### src/rtl/bbp_ram.sv
// ============================================================================
// bbp_ram: generic single write port, single read port RAM
// One write and one registered read per cycle; contents are not reset.
// ============================================================================
module bbp_ram #(
    parameter int WIDTH = 96,
    parameter int DEPTH = 16,
    localparam int ADDR_W = $clog2(DEPTH)
) (
    input  logic              clk,
    input  logic              wr_en,
    input  logic [ADDR_W-1:0] wr_addr,
    input  logic [WIDTH-1:0]  wr_data,
    input  logic [ADDR_W-1:0] rd_addr,
    output logic [WIDTH-1:0]  rd_data
);

    logic [WIDTH-1:0] mem [DEPTH];
    logic [WIDTH-1:0] rd_data_reg;

    // Storage array and registered read.
    always_ff @(posedge clk)
    begin
        if (wr_en)
        begin
            mem[wr_addr] <= wr_data;
        end
        rd_data_reg <= mem[rd_addr];
    end

    assign rd_data = rd_data_reg;

endmodule

### config.mk
export PLATFORM = sky130hd
export DESIGN_NAME = bbp_ram
export DESIGN_NICKNAME = d
export VERILOG_FILES = /design/src/rtl/bbp_ram.sv
export SDC_FILE = /design/constraint.sdc
export NUM_CORES = 1
export LEC_CHECK = 0
export BUFFER_PORTS_ARGS = -buffer_cell sky130_fd_sc_hd__clkbuf_2
export CORE_ASPECT_RATIO = 0.75
export CORE_MARGIN = 10
export CORE_UTILIZATION = 60
export DETAILED_ROUTE_END_ITERATION = 6
export PLACE_DENSITY = 0.82
export SETUP_SLACK_MARGIN = 0.02
export SLEW_MARGIN = 10
export SYNTH_ARGS = -nofsm -noshare
export SYNTH_HDL_FRONTEND = slang
export SYNTH_SLANG_ARGS = --single-unit
### constraint.sdc
create_clock -name clk -period 11.1 [get_ports clk]
set_input_delay 1.11 -clock clk [delete_from_list [all_inputs] [get_ports clk]]
set_output_delay 1.11 -clock clk [all_outputs]
set_load 0.01 [all_outputs]
-- After elaboration in Yosys (flattened, before gate mapping)
Memories as Yosys holds them, arrays and structs flattened. A register that Yosys moved wholly into a read port is not among the register bits.
Cells that the tools add are included.
W data, S select, Z words.
- register bits after elaboration: 0
- latch bits: 0
- memory bits (writable): 1536
- bits in read-only memories: 0
- input port bits: 106
- output and inout bits: 96
- word-level logic and storage cells: 3
- memories kept: 1
- $add $sub $neg: 0
- $mul: 0
- divide/modulo/power cells: 0
- magnitude comparators: 0
- equality and inequality tests: 0
- shift operators: 0
- mux-type cells: 2
- bitwise operators: 0
- reductions and logical operators: 0
- memory list (memory ; words ; width ; read ports ; clocked after Yosys merged registers in ; write ports ; RTL line ; text):
    mem ; 16 ; 96 ; 1 ; 1 ; 1 ; 18 ; logic [WIDTH-1:0] mem [DEPTH];
- operators with widths (cell ; number):
    $mux W1 ; 2

-- Longest topological paths before layout
Gate-level depths: netlist (run 1).
- word-level depth: 2
- gate-level depth with buffers: 6
- mapped depth without buffers: 3

-- Worst setup path after synthesis (run 1)
OpenSTA, ideal clock, no wires.
- path type: input port to flip-flop
- from: in wr_addr[2]
- to: mem mem[0][0], enable pin
- setup time: 670 ps
- arrival: 8118 ps
- data required time: 10430 ps
- setup slack: 2312 ps
- cell stages on the path: 2
- path buffers: 0
- cells stage by stage: or3b_2 -> nor3_1
- RTL lines (what ; RTL line ; text):
    start: declaration ; 12 ; input logic [ADDR_W-1:0] wr_addr,
    end: declaration ; 18 ;
Straight into the memory's write port.

==> results of run 1 <==
==> final timing paths <==
| kind | startpoint | to | slack (ns) | cells past startpoint |
|---|---|---|---|---|
| hold / removal | mem[4][85] | rd_data[85] | 0.67 | 3 |
| setup reg to reg | mem[2][62] | rd_data[62] | 9.61 | 3 |
| hold reg to reg | mem[4][85] | rd_data[85] | 0.67 | 3 |
| setup / recovery | rd_addr[0] | rd_data[87] | 7.15 | 6 |
==> area by class of cell <==
type | instances | area (µm²)
Tap cell | 1313 | 1640
Fill cell | 5619 | 31300
Timing Repair Buffer | 237 | 1460
Multi-Input combinational cell | 699 | 10700
Clock buffer | 196 | 3930
Sequential cell | 1632 | 48000
Antenna cell | 10 | 25.0
Clock inverter | 67 | 576
==> cells in the mapped netlist <==
| master | n | area, µm² |
|---|---|---|
| sky130_fd_sc_hd__edfxtp_1 | 1536 | 46100 |
| sky130_fd_sc_hd__buf_2 | 11 | 55.1 |
| sky130_fd_sc_hd__dfxtp_1 | 96 | 1920 |
| sky130_fd_sc_hd__and2_1 | 1 | 6.26 |
| sky130_fd_sc_hd__nor3_1 | 4 | 20.0 |
| sky130_fd_sc_hd__nor2b_1 | 2 | 12.5 |
| sky130_fd_sc_hd__nand2_1 | 97 | 364 |
| sky130_fd_sc_hd__or3b_2 | 1 | 8.76 |
| sky130_fd_sc_hd__clkbuf_1 | 46 | 173 |
| sky130_fd_sc_hd__nand3_1 | 1 | 5.00 |
| sky130_fd_sc_hd__nor2_1 | 13 | 48.8 |
| sky130_fd_sc_hd__mux4_2 | 384 | 8650 |
| sky130_fd_sc_hd__nand2b_1 | 2 | 12.5 |
| sky130_fd_sc_hd__a22oi_1 | 192 | 1440 |
| sky130_fd_sc_hd__buf_4 | 19 | 143 |
| sky130_fd_sc_hd__nand3b_1 | 2 | 15.0 |
| sky130_fd_sc_hd__buf_1 | 32 | 120 |
| sky130_fd_sc_hd__buf_6 | 21 | 236 |
==> tightest hold or removal path, cell delays in order, from the launching register on <==
cell	delay [ns]
sky130_fd_sc_hd__edfxtp_1	0.31
sky130_fd_sc_hd__mux4_2	0.22
sky130_fd_sc_hd__a22oi_1	0.06
sky130_fd_sc_hd__nand2_1	0.06
==> report_power, final <==
group          internal (mW)  leakage (nW)  total [mW]  switching [mW]
Sequential              6.89          14.7        6.95          0.0618
Combinational          0.235          4.35       0.598           0.362
Clock                   2.64          2.19        4.83            2.18
==> cells by family after synthesis <==
logic type / after synthesis
AND/OR/NAND/NOR: 123
AO/OA/AOI/OAI: 192
multiplexers: 384
buffers and inverters: 129
flip-flops: 1632
==> per-layer routing <==
layer	GRT usage [%]	up-vias	share of wire [%]
li1	-	11000	-
met1	32.6	14600	35
met2	41.1	1804	52
met3	4.82	259	10
met4	9.19	20	2.7
met5	0	-	0.090
==> run summary, run 1 <==
Run status -> completed
Count of yosys warnings during synthesis -> 0
Post-route worst setup slack -> 7.15 ns
Final total negative setup slack -> 0 ns
Overall die area -> 112000 µm²
Commonest cells after routing, fill and taps aside -> sky130_fd_sc_hd__edfxtp_1, sky130_fd_sc_hd__mux4_2, sky130_fd_sc_hd__clkbuf_2, sky130_fd_sc_hd__a22oi_1, sky130_fd_sc_hd__clkbuf_16
Number of buffer cells added on primary ports -> 201
Remaining number of nets flagged by the antenna check after routing -> 0
Simple-gate share of the synthesized area -> 0.831%
Setup violators final -> 0
Share of final-layout standard cells stronger than drive strength 1 -> 29.8%
Critical Path Source Type -> input pin
Compound-Gate Fraction of Synth Area -> 2.43%
Unique cell type count in the Yosys netlist -> 18
Worst Tran Pin Value -> 1.24 ns
Maximum VDD drop -> 172 µV
Setup repair after global routing missed its margin -> false
Final HPWL from detailed placement -> 63000 µm
Sort of element at the end of the critical path -> register
Largest fanout of any net on the critical path -> 70
Number of vias per cell -> 6.68
H-tree depth -> 4
Area added between synthesis and finish -> 11.9%
Number of antenna violations at the first check in global routing -> 19
Worst Path Arrival -> 4.59 ns
Share of the clock period used by the worst path -> 35.6%
Critical Setup Path Class -> in2reg
Relative slew slack -> 17.5%
Average wire per cell in the routed design -> 33.1 µm
Utilization after layout -> 67.9%
Place WS -> 6.25 ns
Synth Net Count -> 2566
Total via count after detailed routing -> 27700
Setup skew after layout -> 0.0238 ns
Initial Util -> 60.7%
Clock tree from TritonCTS -> yes
Maximum number of pins on one net before global-route repair -> 169
Insertion delay of the later-clocked pin in the worst-skew pair -> 0.77 ns
Number of design-rule violations left by the first detailed-router iteration -> 3682
Synthesized cell area -> 59400 µm²
Sum of internal, switching and leakage power -> 12.4 mW
Synthesized-area fraction occupied by adder cells -> 0%
Resized cells post-CTS -> 0
Highest attainable clock frequency -> 253 MHz
Required arrival time at the worst endpoint -> 11.74 ns
Number of global-route vias before repair -> 29200
Aggregate routed wire length -> 137000 µm
Most common cell after layout, fill and taps aside -> sky130_fd_sc_hd__edfxtp_1
Row count -> 99
Clock sink count -> 1632
Remaining Overflow, GRT -> 0
Avg Inst Size Synth -> 24.1 µm²
Final-report hold violation count -> 0
Dominant combinational cell family by area after synthesis -> multiplexers
Postcts setup bufs -> 0
Residual DRC -> 0
Flops & latches, synth -> 1632
Layout Cells excl Fill -> 4154
Critical Path, Cell by Cell -> buf_8, buf_4, buf_4, mux4_2, a22oi_1, nand2_1
Clock-pin slew reported for the worst setup and hold paths after clock tree synthesis -> 0.07 ns
Post-CTS Hold Fix Bufs -> 0
Area of placed instances -> 61900 µm²
Number of slew-limit violations in the final report -> 0
Core box area -> 97700 µm²
Cell type with the highest occurrence count on the critical path -> sky130_fd_sc_hd__buf_4
Number of iterations in the first detailed-routing pass -> 5
Final RePlAce weighted congestion -> 0.709
Cell area power density -> 186 nW/µm²
Number of buffers inserted during clock tree synthesis -> 143
Parity-gate share of the synthesized area counting xor and xnor cells -> 0%
Max FFs per register -> 1536
Post-synthesis mux area share -> 14.6%
Chip Width -> 383 µm
Dominant delay contributor by cell family on the critical path -> buffers and inverters
Reported max-cap violation count -> 0
Global-route wire length before repair -> 202000 µm
Buffer levels on the longest clock path -> 3
Path class of the lowest-slack min-delay path -> reg2reg
Sequential share of the synthesized area -> 80.9%
Worst-case hold slack -> 0.669 ns
NumNets Final -> 2819
Instance count of the mapped netlist -> 2460
I/O pin total -> 202
Design Area, Final -> 66400 µm²
Overall track demand over capacity in global routing -> 24.7%
Minimum clock period -> 3.95 ns
Critical-path cell with the highest stage delay -> sky130_fd_sc_hd__buf_4
Maximum cell stage delay along the critical path -> 0.95 ns
Die Height -> 292 µm
Leakage component of the power -> 21.2 nW
Root Buffer Master -> sky130_fd_sc_hd__clkbuf_16
Cell Count Post-Placement -> 3881
Total buffers and inverters traversed by the critical path -> 3
Note: power is estimated with default switching activity, not from simulation.
==> run 2: changes to the inputs <==
clock period = 4 ns   (was 11.1 ns; I/O delays follow)
==> run 2 against run 1 <==
Against the previous run: utilization rose by 1.2 points; global-route usage up 0.26 points; combinational power rose to 2.9 times the previous value; first-iteration DRC count is 4.8% higher; worst hold slack lost 0.64 ns; worst setup slack got worse by 5.0 ns; clock power grew to 2.9 times the previous value; cell count grew 1.4%; sequential power grew to 2.8 times the previous value; clock-buffer cell count up 18; die area stayed put.
==> run summary, run 2 (synthesized netlist as in run 1, its figures left out) <==
Run status -> completed
Register-to-register setup slack -> 2.48 ns (-7.13 ns)
Number of antenna violations at the first check in global routing -> 15 (-4)
Final HPWL from detailed placement -> 65600 µm (+4.2%)
Critical Setup Path Class -> reg2out
Sort of element at the end of the critical path -> output pin
Average wire per cell in the routed design -> 32.8 µm (-0.72%)
Initial Util -> 60.7% (unchanged)
Critical-path cell with the highest stage delay -> sky130_fd_sc_hd__dfxtp_1
Count of fill cells added during filler insertion -> 5498 (-2.2%)
Area added between synthesis and finish -> 13.9%
Worst reg2reg startpoint -> mem[8][8]
Worst Path Arrival -> 1.46 ns (-3.13 ns)
Maximum VDD drop -> 459 µV (+170%)
Final RePlAce weighted congestion -> 0.723 (+2.0%)
Final-report hold violation count -> 0 (unchanged)
Root Buffer Master -> sky130_fd_sc_hd__clkbuf_16
Stages on the worst setup path -> 1 (-5)
Overall track demand over capacity in global routing -> 24.9% (+0.26 points)
Clock sink count -> 1632 (unchanged)
Insertion delay of the later-clocked pin in the worst-skew pair -> 0.77 ns (about the same)
Sum of internal, switching and leakage power -> 35.0 mW (+180%)
Number of global-route vias before repair -> 29600 (+1.6%)
Largest fanout of any net on the critical path -> 1 (-99%)
NumNets Final -> 2873 (+1.9%)
Layout Cells excl Fill -> 4213 (+1.4%)
Core box area -> 97700 µm² (unchanged)
Number of iterations in the first detailed-routing pass -> 5 (unchanged)
Required arrival time at the worst endpoint -> 3.60 ns (-8.14 ns)
Total via count after detailed routing -> 27800 (+0.32%)
FF-to-FF End -> rd_data[8]
Total buffers and inverters traversed by the critical path -> 1 (-2)
Relative slew slack -> 24.9% (+7.4 points)
Count of cells along the worst register-to-register path -> 3 (unchanged)
Overall die area -> 112000 µm² (unchanged)
Share of the clock period used by the worst path -> 46.6%
Worst min-delay path startpoint -> wr_data[13]
I/O pin total -> 202 (unchanged)
Buffer levels on the longest clock path -> 3 (unchanged)
Number of design-rule violations left by the first detailed-router iteration -> 3857 (+4.8%)
Maximum number of pins on one net before global-route repair -> 97 (-43%)
Commonest cells after routing, fill and taps aside -> sky130_fd_sc_hd__edfxtp_1, sky130_fd_sc_hd__mux4_2, sky130_fd_sc_hd__clkbuf_2, sky130_fd_sc_hd__a22oi_1, sky130_fd_sc_hd__clkbuf_16
Remaining Overflow, GRT -> 0 (unchanged)
Number of vias per cell -> 6.61 (-1.1%)
Remaining number of nets flagged by the antenna check after routing -> 0 (unchanged)
Reported max-cap violation count -> 0 (unchanged)
Minimum clock period -> 1.86 ns
Leakage component of the power -> 21.7 nW (+2.4%)
Dominant delay contributor by cell family on the critical path -> flip-flops
Setup skew after layout -> 0.0294 ns (+0.00564 ns)
Critical Path, Cell by Cell -> clkbuf_2
Global-route wire length before repair -> 204000 µm (+0.95%)
Path class of the lowest-slack min-delay path -> in2reg
Postcts setup bufs -> 0 (unchanged)
Worst Tran Pin Value -> 1.12 ns (-0.113 ns)
Maximum cell stage delay along the critical path -> 0.49 ns (-0.46 ns)
Cell Count Post-Placement -> 3913 (+0.82%)
Aggregate routed wire length -> 138000 µm (+0.69%)
Number of buffer cells added on primary ports -> 201 (unchanged)
Highest attainable clock frequency -> 537 MHz
Critical Path Source Type -> register
H-tree depth -> 4 (unchanged)
Die Height -> 292 µm (unchanged)
Setup violators final -> 0 (unchanged)
Row count -> 99 (unchanged)
Number of slew-limit violations in the final report -> 0 (unchanged)
Chip Width -> 383 µm (unchanged)
Origin of the worst setup path -> rd_data[90]
Residual DRC -> 0 (unchanged)
Clock tree from TritonCTS -> yes
Cell area power density -> 518 nW/µm² (+180%)
Clock-pin slew reported for the worst setup and hold paths after clock tree synthesis -> 0.06 ns (about the same)
Worst setup path end -> rd_data[90]
Number of buffers inserted during clock tree synthesis -> 146 (+2.1%)
Max FFs per register -> 1536 (unchanged)
Most common cell after layout, fill and taps aside -> sky130_fd_sc_hd__edfxtp_1
Setup repair after global routing missed its margin -> false
Share of final-layout standard cells stronger than drive strength 1 -> 30.5% (+0.66 points)
-- run 2: cell types whose count changed in the layout (fill, tap and decap cells not counted), moves of 5 or more --
cell	change
sky130_fd_sc_hd__buf_12	+40
sky130_fd_sc_hd__buf_4	-8
sky130_fd_sc_hd__bufinv_16	+5
sky130_fd_sc_hd__clkbuf_1	+8
sky130_fd_sc_hd__clkbuf_16	+8
sky130_fd_sc_hd__clkinv_1	-6
sky130_fd_sc_hd__dlygate4sd3_1	+19
sky130_fd_sc_hd__inv_6	-7
-- run 2: layer usage --
metal,track usage [%],vias to the layer above,part of all wire [%]
li1,-,11200,-
met1,32.9,14700,36
met2,42.1,1658,52
met3,4.82,257,9.1
met4,8.32,14,2.7
met5,0,-,0.071
-- run 2: stage by stage --
step	TNS (ns)	hold slack (ns)	cell area, µm²	util [%]	setup slack, ns
5_1_grt	0	0.0548	67600	69.2	2.04
2_1_floorplan	-535.41	0.499	59400	-	-1.48
3_5_place_dp	0	0.655	62600	64.1	1.39
4_1_cts	0	0.000658	67600	69.2	2.11
6_report	0	0.0342	67600	69.2	2.14
3_3_place_gp	0	0.648	62600	64.1	1.44
-- run 2: power by group --
group	leakage (nW)	switching (mW)	internal, mW	total [mW]
clock	2.32	6.01	8.00	14.0
combinational	4.74	1.02	0.705	1.73
sequential	14.7	0.170	19.1	19.3
-- run 2: how the worst min path moves through the flow --
stage | to | slack [ns] | cells past startpoint
after global routing | mem[12][64] | 0.05 | 1
after floorplan | mem[0][0] | 0.50 | 0
after detailed placement | rd_data[44] | 0.65 | 3
after global placement | rd_data[41] | 0.65 | 3
final | mem[12][13] | 0.03 | 1
after CTS | mem[12][24] | 0.0007 | 1
-- run 2: layout make-up --
type | count | area, µm² | area share (%)
clock buffer | 214 | 4190 | 6.20
clock inverter | 55 | 572 | 0.846
multi-input combinational | 699 | 10700 | 15.9
timing repair buffer | 288 | 2390 | 3.53
sequential | 1632 | 48000 | 71.1
tap | 1313 | 1640 | 2.43
antenna | 12 | 30.0 | 0.0444
-- run 2: what timing repair did --
action	4_1_cts	5_1_grt
hold buffers	19	0
gates resized for setup	0	0
hold endpoints to repair	237	0
-- run 2: worst reg2reg max path, cell delays in order (launching register included) --
cell and delay [ns]:
sky130_fd_sc_hd__edfxtp_1 0.41, sky130_fd_sc_hd__mux4_2 0.51, sky130_fd_sc_hd__a22oi_1 0.28, sky130_fd_sc_hd__nand2_1 0.17
