--- config.mk ---
export PLATFORM = sky130hd
export DESIGN_NAME = bbp_seq
export DESIGN_NICKNAME = d
export VERILOG_FILES = /design/src/rtl/bbp_pkg.sv /design/src/rtl/bbp_seq.sv
export SDC_FILE = /design/constraint.sdc
export NUM_CORES = 1
export LEC_CHECK = 0
export BUFFER_PORTS_ARGS = -buffer_cell sky130_fd_sc_hd__buf_2
export CELL_PAD_IN_SITES_DETAIL_PLACEMENT = 1
export CELL_PAD_IN_SITES_GLOBAL_PLACEMENT = 1
export CORE_UTILIZATION = 40
export DETAILED_ROUTE_END_ITERATION = 12
export HOLD_SLACK_MARGIN = 0.05
export PLACE_DENSITY = 0.79
export REMOVE_ABC_BUFFERS = 1
export SLEW_MARGIN = 10
export SYNTH_ARGS = -nofsm -noshare
export SYNTH_HDL_FRONTEND = slang
export SYNTH_SLANG_ARGS = --single-unit
--- constraint.sdc ---
create_clock -name clk -period 2.67 [get_ports clk]
set_input_delay 0.267 -clock clk [delete_from_list [all_inputs] [get_ports clk]]
set_output_delay 0.267 -clock clk [all_outputs]
set_load 0.01 [all_outputs]
--- src/rtl/bbp_pkg.sv ---
// ============================================================================
// bbp_pkg: shared types and constants for the bicubic Bezier patch evaluator
// Holds the beat layouts, the micro-op encoding of the shared multiply-
// accumulate unit and the fixed schedule of the basis weight computation.
// ============================================================================
package bbp_pkg;

    // Field widths and fixed-point formats.
    localparam int COORD_W     = 32;
    localparam int PARAM_W     = 17;
    localparam int PARAM_FRAC  = 16;
    localparam int THREE_W     = PARAM_W + 2;
    localparam int SQ_W        = 2 * PARAM_W - 1;
    localparam int WEIGHT_BITS = 62 - COORD_W;
    localparam int WEIGHT_DROP = 3 * PARAM_FRAC - WEIGHT_BITS;
    localparam int WT_W        = WEIGHT_BITS + 1;
    localparam int OP_W        = COORD_W + 2;
    localparam int ACC_W       = 2 * OP_W;

    // Control point store.
    localparam int NUM_POINTS = 16;
    localparam int POINT_AW   = $clog2(NUM_POINTS);
    localparam int POINT_W    = 3 * COORD_W;

    localparam logic [PARAM_W-1:0] PARAM_ONE = PARAM_W'(1) << PARAM_FRAC;

    // Rounding offsets preloaded into the accumulator on the first product.
    localparam logic signed [ACC_W-1:0] HALF_WEIGHT = ACC_W'(1) << (WEIGHT_DROP - 1);
    localparam logic signed [ACC_W-1:0] HALF_ROUND  = ACC_W'(1) << (WEIGHT_BITS - 1);

    // Saturation limits of a coordinate, held at accumulator width.
    localparam logic signed [ACC_W-1:0] COORD_MAX =
        {{(ACC_W - COORD_W + 1){1'b0}}, {(COORD_W - 1){1'b1}}};
    localparam logic signed [ACC_W-1:0] COORD_MIN = ~COORD_MAX;

    // Opcodes of an input beat.
    localparam logic OPCODE_LOAD = 1'b0;
    localparam logic OPCODE_EVAL = 1'b1;

    // Parameter select, square select and coordinate select codes.
    localparam logic       PAR_U   = 1'b0;
    localparam logic       PAR_V   = 1'b1;
    localparam logic [1:0] SQ_T    = 2'd0;
    localparam logic [1:0] SQ_S    = 2'd1;
    localparam logic [1:0] COORD_X = 2'd0;
    localparam logic [1:0] COORD_Y = 2'd1;
    localparam logic [1:0] COORD_Z = 2'd2;

    // Sequencer step limits.
    localparam logic [3:0] WEIGHT_LAST = 4'd11;
    localparam logic [3:0] ROW_LAST    = 4'd15;
    localparam logic [1:0] TERM_FIRST  = 2'd0;
    localparam logic [1:0] TERM_LAST   = 2'd3;

    typedef struct packed {
        logic                      opcode;
        logic [3:0]                point_index;
        logic signed [COORD_W-1:0] coord_x;
        logic signed [COORD_W-1:0] coord_y;
        logic signed [COORD_W-1:0] coord_z;
        logic [PARAM_W-1:0]        param_u;
        logic [PARAM_W-1:0]        param_v;
    } in_t;

    typedef struct packed {
        logic signed [COORD_W-1:0] out_x;
        logic signed [COORD_W-1:0] out_y;
        logic signed [COORD_W-1:0] out_z;
        logic                      overflow;
    } out_t;

    typedef enum logic [2:0] {
        ST_IDLE,
        ST_WEIGHT,
        ST_ROW,
        ST_COL,
        ST_FINISH
    } state_t;

    // Kind of product: square of a parameter, basis weight, row term, column term.
    typedef enum logic [1:0] {
        OP_SQ,
        OP_WT,
        OP_ROW,
        OP_COL
    } op_kind_t;

    typedef enum logic [1:0] {
        BIAS_NONE,
        BIAS_WEIGHT,
        BIAS_ROUND
    } bias_t;

    typedef struct packed {
        op_kind_t   kind;
        logic       par;
        logic [1:0] k;
        logic [1:0] row;
        logic [1:0] coord;
    } op_t;

    typedef struct packed {
        logic  valid;
        logic  first;
        logic  last;
        bias_t bias;
        op_t   op;
    } mac_ctl_t;

    typedef struct packed {
        logic                    valid;
        op_t                     op;
        logic signed [ACC_W-1:0] value;
    } mac_wb_t;

    typedef struct packed {
        logic in_ready;
        logic out_load;
    } seq_status_t;

    // Weight schedule: squares first, then the four Bernstein weights of v and
    // of u, ordered so that every product finds its square already written.
    function automatic op_t weight_op(input logic [3:0] step);
        op_t op;
        op.kind  = OP_WT;
        op.par   = PAR_V;
        op.k     = 2'd0;
        op.row   = 2'd0;
        op.coord = COORD_X;
        unique case (step)
            4'd0:  begin op.kind = OP_SQ; op.k = SQ_T; end
            4'd1:  begin op.kind = OP_SQ; op.k = SQ_S; end
            4'd2:  begin op.kind = OP_SQ; op.par = PAR_U; op.k = SQ_T; end
            4'd3:  begin op.kind = OP_SQ; op.par = PAR_U; op.k = SQ_S; end
            4'd4:  op.k = 2'd3;
            4'd5:  op.k = 2'd0;
            4'd6:  op.k = 2'd2;
            4'd7:  op.k = 2'd1;
            4'd8:  begin op.par = PAR_U; op.k = 2'd3; end
            4'd9:  begin op.par = PAR_U; op.k = 2'd0; end
            4'd10: begin op.par = PAR_U; op.k = 2'd2; end
            4'd11: begin op.par = PAR_U; op.k = 2'd1; end
            default: op.k = 2'd0;
        endcase
        return op;
    endfunction

endpackage

--- src/rtl/bbp_seq.sv ---
// ============================================================================
// bbp_seq: micro-op sequencer of the patch evaluator
// Steps through the weight schedule, then four row sums and one column sum
// for each coordinate, issuing one product a cycle to the shared unit.
// ============================================================================
module bbp_seq (
    input  logic                            clk,
    input  logic                            rst_n,
    input  logic                            eval_start,
    input  logic                            out_free,
    input  logic                            mac_busy,
    output bbp_pkg::seq_status_t            status,
    output bbp_pkg::mac_ctl_t               iss,
    output logic [bbp_pkg::POINT_AW-1:0]    rd_addr
);

    import bbp_pkg::*;

    state_t     state_reg, state_next;
    logic [3:0] step_reg, step_next;
    logic [1:0] coord_reg, coord_next;
    mac_ctl_t   iss_reg, iss_next;

    // State, counters and the issue register that lines up with the RAM read.
    always_ff @(posedge clk or negedge rst_n)
    begin
        if (!rst_n)
        begin
            state_reg <= ST_IDLE;
            step_reg  <= '0;
            coord_reg <= COORD_X;
            iss_reg   <= '0;
        end
        else
        begin
            state_reg <= state_next;
            step_reg  <= step_next;
            coord_reg <= coord_next;
            iss_reg   <= iss_next;
        end
    end

    // Next state and the micro-op emitted this cycle.
    always_comb
    begin
        state_next = state_reg;
        step_next  = step_reg;
        coord_next = coord_reg;
        iss_next   = '0;
        status     = '0;
        unique case (state_reg)
            ST_IDLE:
            begin
                status.in_ready = 1'b1;
                if (eval_start)
                begin
                    state_next = ST_WEIGHT;
                    step_next  = '0;
                    coord_next = COORD_X;
                end
            end
            ST_WEIGHT:
            begin
                iss_next.valid = 1'b1;
                iss_next.first = 1'b1;
                iss_next.last  = 1'b1;
                iss_next.op    = weight_op(step_reg);
                iss_next.bias  = (iss_next.op.kind == OP_SQ) ? BIAS_NONE : BIAS_WEIGHT;
                if (step_reg == WEIGHT_LAST)
                begin
                    state_next = ST_ROW;
                    step_next  = '0;
                end
                else
                begin
                    step_next = step_reg + 4'd1;
                end
            end
            ST_ROW:
            begin
                iss_next.valid    = 1'b1;
                iss_next.first    = (step_reg[1:0] == TERM_FIRST);
                iss_next.last     = (step_reg[1:0] == TERM_LAST);
                iss_next.bias     = BIAS_ROUND;
                iss_next.op.kind  = OP_ROW;
                iss_next.op.k     = step_reg[1:0];
                iss_next.op.row   = step_reg[3:2];
                iss_next.op.coord = coord_reg;
                if (step_reg == ROW_LAST)
                begin
                    state_next = ST_COL;
                    step_next  = '0;
                end
                else
                begin
                    step_next = step_reg + 4'd1;
                end
            end
            ST_COL:
            begin
                iss_next.valid    = 1'b1;
                iss_next.first    = (step_reg[1:0] == TERM_FIRST);
                iss_next.last     = (step_reg[1:0] == TERM_LAST);
                iss_next.bias     = BIAS_ROUND;
                iss_next.op.kind  = OP_COL;
                iss_next.op.k     = step_reg[1:0];
                iss_next.op.coord = coord_reg;
                if (step_reg[1:0] == TERM_LAST)
                begin
                    step_next = '0;
                    if (coord_reg == COORD_Z)
                    begin
                        state_next = ST_FINISH;
                    end
                    else
                    begin
                        state_next = ST_ROW;
                        coord_next = coord_reg + 2'd1;
                    end
                end
                else
                begin
                    step_next = step_reg + 4'd1;
                end
            end
            ST_FINISH:
            begin
                // Wait for the last column sum to land and for a free output slot.
                if (!iss_reg.valid && !mac_busy && out_free)
                begin
                    status.out_load = 1'b1;
                    state_next      = ST_IDLE;
                end
            end
            default:
            begin
                state_next = ST_IDLE;
            end
        endcase
    end

    assign iss     = iss_reg;
    assign rd_addr = step_reg[POINT_AW-1:0];

endmodule

Yosys cells after proc, flatten, opt, wreduce, memory -nomap -nowiden
Cells that the tools add are included.
{ "word_totals": {"reg_bits": 23} }
{ "op_classes": {"addsub": 2, "eq_ne": 23, "mux": 29, "n_reduce_logical": 19} }
{ "ops": {"columns": ["op", "n"], "rows": [
  ["$pmux 7 s3", 1],
  ["$eq 4x4->1 const B", 5],
  ["$mux 3", 6],
  ["$mux 4", 4],
  ["$pmux 4 s4", 1],
  ["$pmux 3 s5", 1],
  ["$eq 4x3->1 const B", 3],
  ["$mux 2", 6],
  ["$ne 2x2->1 const B", 6],
  ["$eq 4x2->1 const B", 2],
  ["$pmux 2 s2", 2],
  ["$reduce_or 4->1", 2],
  ["$mux 1", 7],
  ["$eq 3x2->1 const B", 2],
  ["$pmux 2 s3", 1],
  ["$reduce_or 2->1", 3],
  ["$reduce_or 6->1", 1],
  ["$reduce_and 5->1", 1],
  ["$add 4x1->4 const B", 1],
  ["$eq 2x2->1 const B", 2],
  ["$eq 4x1->1 const B", 1],
  ["$logic_not 2->1", 2],
  ["$logic_not 4->1", 1],
  ["$reduce_and 4->1", 1],
  ["9 further kinds", 11]
]} }

Logic depth before layout (Yosys ltp)
{ "logic_depth": {"depth_word": 7, "mapped_depth": 6, "ltp_nobuf": 6} }

Worst setup path before layout
OpenSTA, ideal clock, no wires.
{ "synth_path": {"kind": "register to register", "from": "register step_reg[1], in the netlist rd_addr[1]", "to": "register step_reg[3], in the netlist rd_addr[3]", "arrival_ns": 1.377, "required_time_ns": 2.548, "setup_slack_ns": 1.172, "stages_incl_launch_ff": 7, "path_buffers": 1, "synth_period_minus_slack_ns": 1.498, "path_cell_list": "dfrtp_1 ha_1 buf_4 nand3b_1 a2bb2oi_1 nand2_1 a32o_1"} }
{ "synth_via": {"elab_chain_len": 3, "elab_cells_between_ends": 8, "cone_classes": "add/sub: 1; eq/ne: 3; mux: 4"} }
{ "synth_lines": {"columns": ["item", "line_no", "rtl"], "rows": [
  ["start, declared", "bbp_seq.sv:20", "logic [3:0] step_reg, step_next;"],
  ["start signal, assigned", "bbp_seq.sv:37", "step_reg <= step_next;"],
  ["$add 4x1->4, or another cell as far along", "bbp_seq.sv:76, bbp_seq.sv:96, bbp_seq.sv:123", null],
  ["$mux 4, on equally long branches", "bbp_seq.sv:108, bbp_seq.sv:69, bbp_seq.sv:89", null],
  ["$pmux 4 s4 (*)", "bbp_seq.sv:51", "unique case (state_reg)"]
]} }
Mark *: on every way between the ends. The rest lies on a longest branch, timed or not.
A chain may end at the register's enable or synchronous reset.

==> impl_metrics.py <==
metrics = {
    "setup_path": {
        "rr_startpoint": "state_reg[2]$_DFFE_PN0P_",
        "critPathMaxFanout": 21,
        "r2r-end": "rd_addr[3]$_DFFE_PN0P_",
        "r2r_slack_ns": 0.92,
        "cp-start-kind": "register",
        "cp_data_required_time_ns": 2.40,
        "reg2reg_depth": 4,
        "path_class": "reg2out",
        "end_kind": "primary output",
        "arrival_ns": 1.58,
    },
    "power_and_ir_drop": {
        "swShare_pct": 31.9,
        "peakVddDrop_mv": 0.289,
        "share_seq_of_total_power_pct": 52.4,
        "p_comb_share_pct": 22.4,
        "p_leak_nw": 0.693,
        "netSwitchingPower_mw": 0.239,
        "power.density_nw_per_um2": 553,
        "p_int_mw": 0.510,
        "clkPwrFrac_pct": 25.2,
    },
    "flow_run": {
        "max-cap-violations": 0,
    },
    "worst_hold_path": {
        "hold_start": "eval_start",
        "holdPathEnd": "state_reg[0]$_DFFE_PN0P_",
        "hold_class": "in2reg",
        "min_path_cells": 3,
    },
    "die": {
        "die_height_um": 57.0,
        "die_area_um2": 3250,
        "initial_utilization_pct": 43.2,
        "rows": 19,
        "die_width_um": 57.0,
        "ios": 25,
        "core_um2": 2810,
    },
    "grt": {
        "grt_pass1_vias": 939,
        "grt_start_max_net_pins": 23,
        "antenna_found_initial": 0,
        "grt_first_pass_wirelength_um": 4550,
        "grt_remaining_overflow": 0,
        "track_usage_pct": 18.2,
    },
    "sta": {
        "worst_pin_slew_ns": 0.783,
        "rsz0062_at_grt": "false",
        "setup_viol": 0,
        "min_period_ns": 1.85,
        "max_freq_ghz": 0.540,
        "timing.slew.headroom_pct": 47.8,
        "slew_viol_final": 0,
        "fin_skew_ns": 0.00479,
        "finalSetupTns_ns": 0,
        "min_period_over_period_pct": 69.3,
        "hold_viol": 0,
    },
    "run_status": {
        "status": "finished with violations",
        "violations": "DRC",
    },
    "synthesis": {
        "netlist_top_cells_area": "dfrtp_1, ha_1, nor2_1, nand2_1, nand2b_1",
        "yosys_warnings": 0,
        "synth_compound_area_share_pct": 13.9,
        "synth_seq_cells": 22,
        "netlist_area_um2": 1210,
        "synth_simple_gate_area_share_pct": 23.6,
        "synth_adder_area_share_pct": 6.20,
        "yosysUniqueCellTypes": 43,
        "synthArstFlopShare_pct": 100,
        "synthFlopType": "dfrtp_1",
        "synth_top_area_cell": "dfrtp_1",
        "synth_area_per_cell_um2": 10.0,
        "synth_top_cell_area_share_pct": 45.5,
        "synth-edff-count": 0,
        "syn_inst": 121,
        "synth_xor_area_share_pct": 1.45,
        "synthMuxAreaShare_pct": 2.69,
        "synth_top_family_by_area": "simple AND/OR/NAND/NOR gates",
        "synth-seq-area-share_pct": 45.5,
    },
    "drt": {
        "drc": 2,
        "wl_um": 2610,
        "ant_nets": 0,
        "vias": 929,
        "via_per_inst": 5.40,
        "first_iter_violations": 14,
        "avgRoutedWirePerCell_um": 15.2,
        "drt-pass1-iter-count": 8,
    },
    "placed_design": {
        "gp_congestion": 0.799,
        "placed_cells": 167,
        "portBuffers": 24,
        "hpwl_um": 1850,
    },
    "finish": {
        "layout.cells.most_common_list": "buf_2, dfrtp_1, nor2_1",
        "instances_no_fill": 172,
        "post-route-util_pct": 48.3,
        "diodes": 0,
        "area.growth.synth_to_final_pct": 11.8,
        "fillers": 330,
        "largest_register_ffs": 13,
        "drive_gt1_share_pct": 25.5,
        "mostFrequentLayoutCell": "buf_2",
        "layout.nets": 153,
    },
    "cts": {
        "cts-resized-gates": 0,
        "cts_root_buf": "clkbuf_4",
        "cts_sinks": 22,
        "cts_buffers": 3,
        "cts_htree_levels": 1,
        "cts_setup_buffers": 0,
        "cts_hold_buf": 1,
        "cts_tree": "yes",
        "path_clk_slew_ns": 0.12,
        "cts_buffer_depth": 2,
        "clock_latency_ns": 0.31,
    },
}
[synthesized netlist by cell type, types with 2 or more instances]
cell / instances
and3_1: 2
buf_6: 2
buf_4: 2
ha_1: 6
a21oi_1: 6
nor3_1: 5
nand2b_1: 5
o21ai_1: 2
buf_2: 5
nand3_1: 3
dfrtp_1: 22
inv_1: 4
nor4_1: 3
nor2_1: 12
nand2_1: 10
xnor2_1: 2
mux2_1: 2
o21ai_0: 3
[power groups by stage]
| stage | clock network [mW] | registers (mW) | logic (mW) |
|---|---|---|---|
| finish | 0.189 | 0.392 | 0.168 |
| global route | 0.209 | 0.398 | 0.189 |
| CTS | 0.196 | 0.393 | 0.169 |
| detailed placement | 0 | 0.399 | 0.167 |
| global placement | 0 | 0.398 | 0.164 |
| floorplan | 0 | 0.396 | 0.112 |
[per-stage QoR]
step | hold slack, ns | total power, mW | cell area, µm² | worst slack (ns)
after floorplan | -0.0286 | 0.507 | 1150 | 1.15
after global placement | 0.262 | 0.562 | 1310 | 0.970
after detailed placement | 0.267 | 0.566 | 1310 | 0.945
after CTS | 0.261 | 0.758 | 1350 | 0.791
after global routing | 0.286 | 0.796 | 1350 | 0.674
final | 0.269 | 0.749 | 1350 | 0.819
[worst max-delay path, stage by stage, from the launching register on]
cell	delay [ns]
dfrtp_1	0.69
nor2_4	0.26
nand2_1	0.07
nor2_1	0.12
buf_2	0.13
[routing by layer]
| layer | up-vias | share of wire (%) | track usage, % |
|---|---|---|---|
| li1 | 463 | - | - |
| met1 | 442 | 52 | 25.8 |
| met2 | 19 | 44 | 28.1 |
| met3 | 5 | 2.8 | 2.72 |
| met4 | 0 | 1.6 | 7.32 |
| met5 | - | 0 | 0 |
[kinds of logic (layout without fill, tap and decap cells)]
| logic type | Yosys count | after routing |
|---|---|---|
| AOI/OAI and AO/OA | 23 | 23 |
| and+or+nand+nor | 51 | 51 |
| DFF | 22 | 22 |
| xor gates and xnor gates | 2 | 2 |
| buffers and inverters | 14 | 34 |
| adders and majority gates | 6 | 6 |
| muxes | 3 | 3 |
[layout make-up]
cell class                      instances  area (µm²)  area share, %
Inverter                                5        18.8           1.39
Tap cell                               31        38.8           2.87
Sequential cell                        22         551           40.7
Clock buffer                            4        36.3           2.68
Timing Repair Buffer                   25         130           9.61
Multi-Input combinational cell         85         579           42.8
[worst max-delay path by stage]
| stage | startpoint | to | slack [ns] | cells past startpoint |
|---|---|---|---|---|
| detailed placement | state_reg[2]$_DFFE_PN0P_ | rd_addr[3]$_DFFE_PN0P_ | 0.95 | 4 |
| finish | state_reg[1]$_DFFE_PN0P_ | status[0] | 0.82 | 4 |
| global placement | state_reg[1]$_DFFE_PN0P_ | coord_reg[0]$_DFFE_PN0P_ | 0.97 | 3 |
| CTS | state_reg[1]$_DFFE_PN0P_ | status[0] | 0.79 | 4 |
| floorplan | rd_addr[1]$_DFFE_PN0P_ | rd_addr[3]$_DFFE_PN0P_ | 1.15 | 5 |
| global route | state_reg[1]$_DFFE_PN0P_ | status[0] | 0.67 | 4 |
No activity file was read; power rests on OpenSTA's default activity.
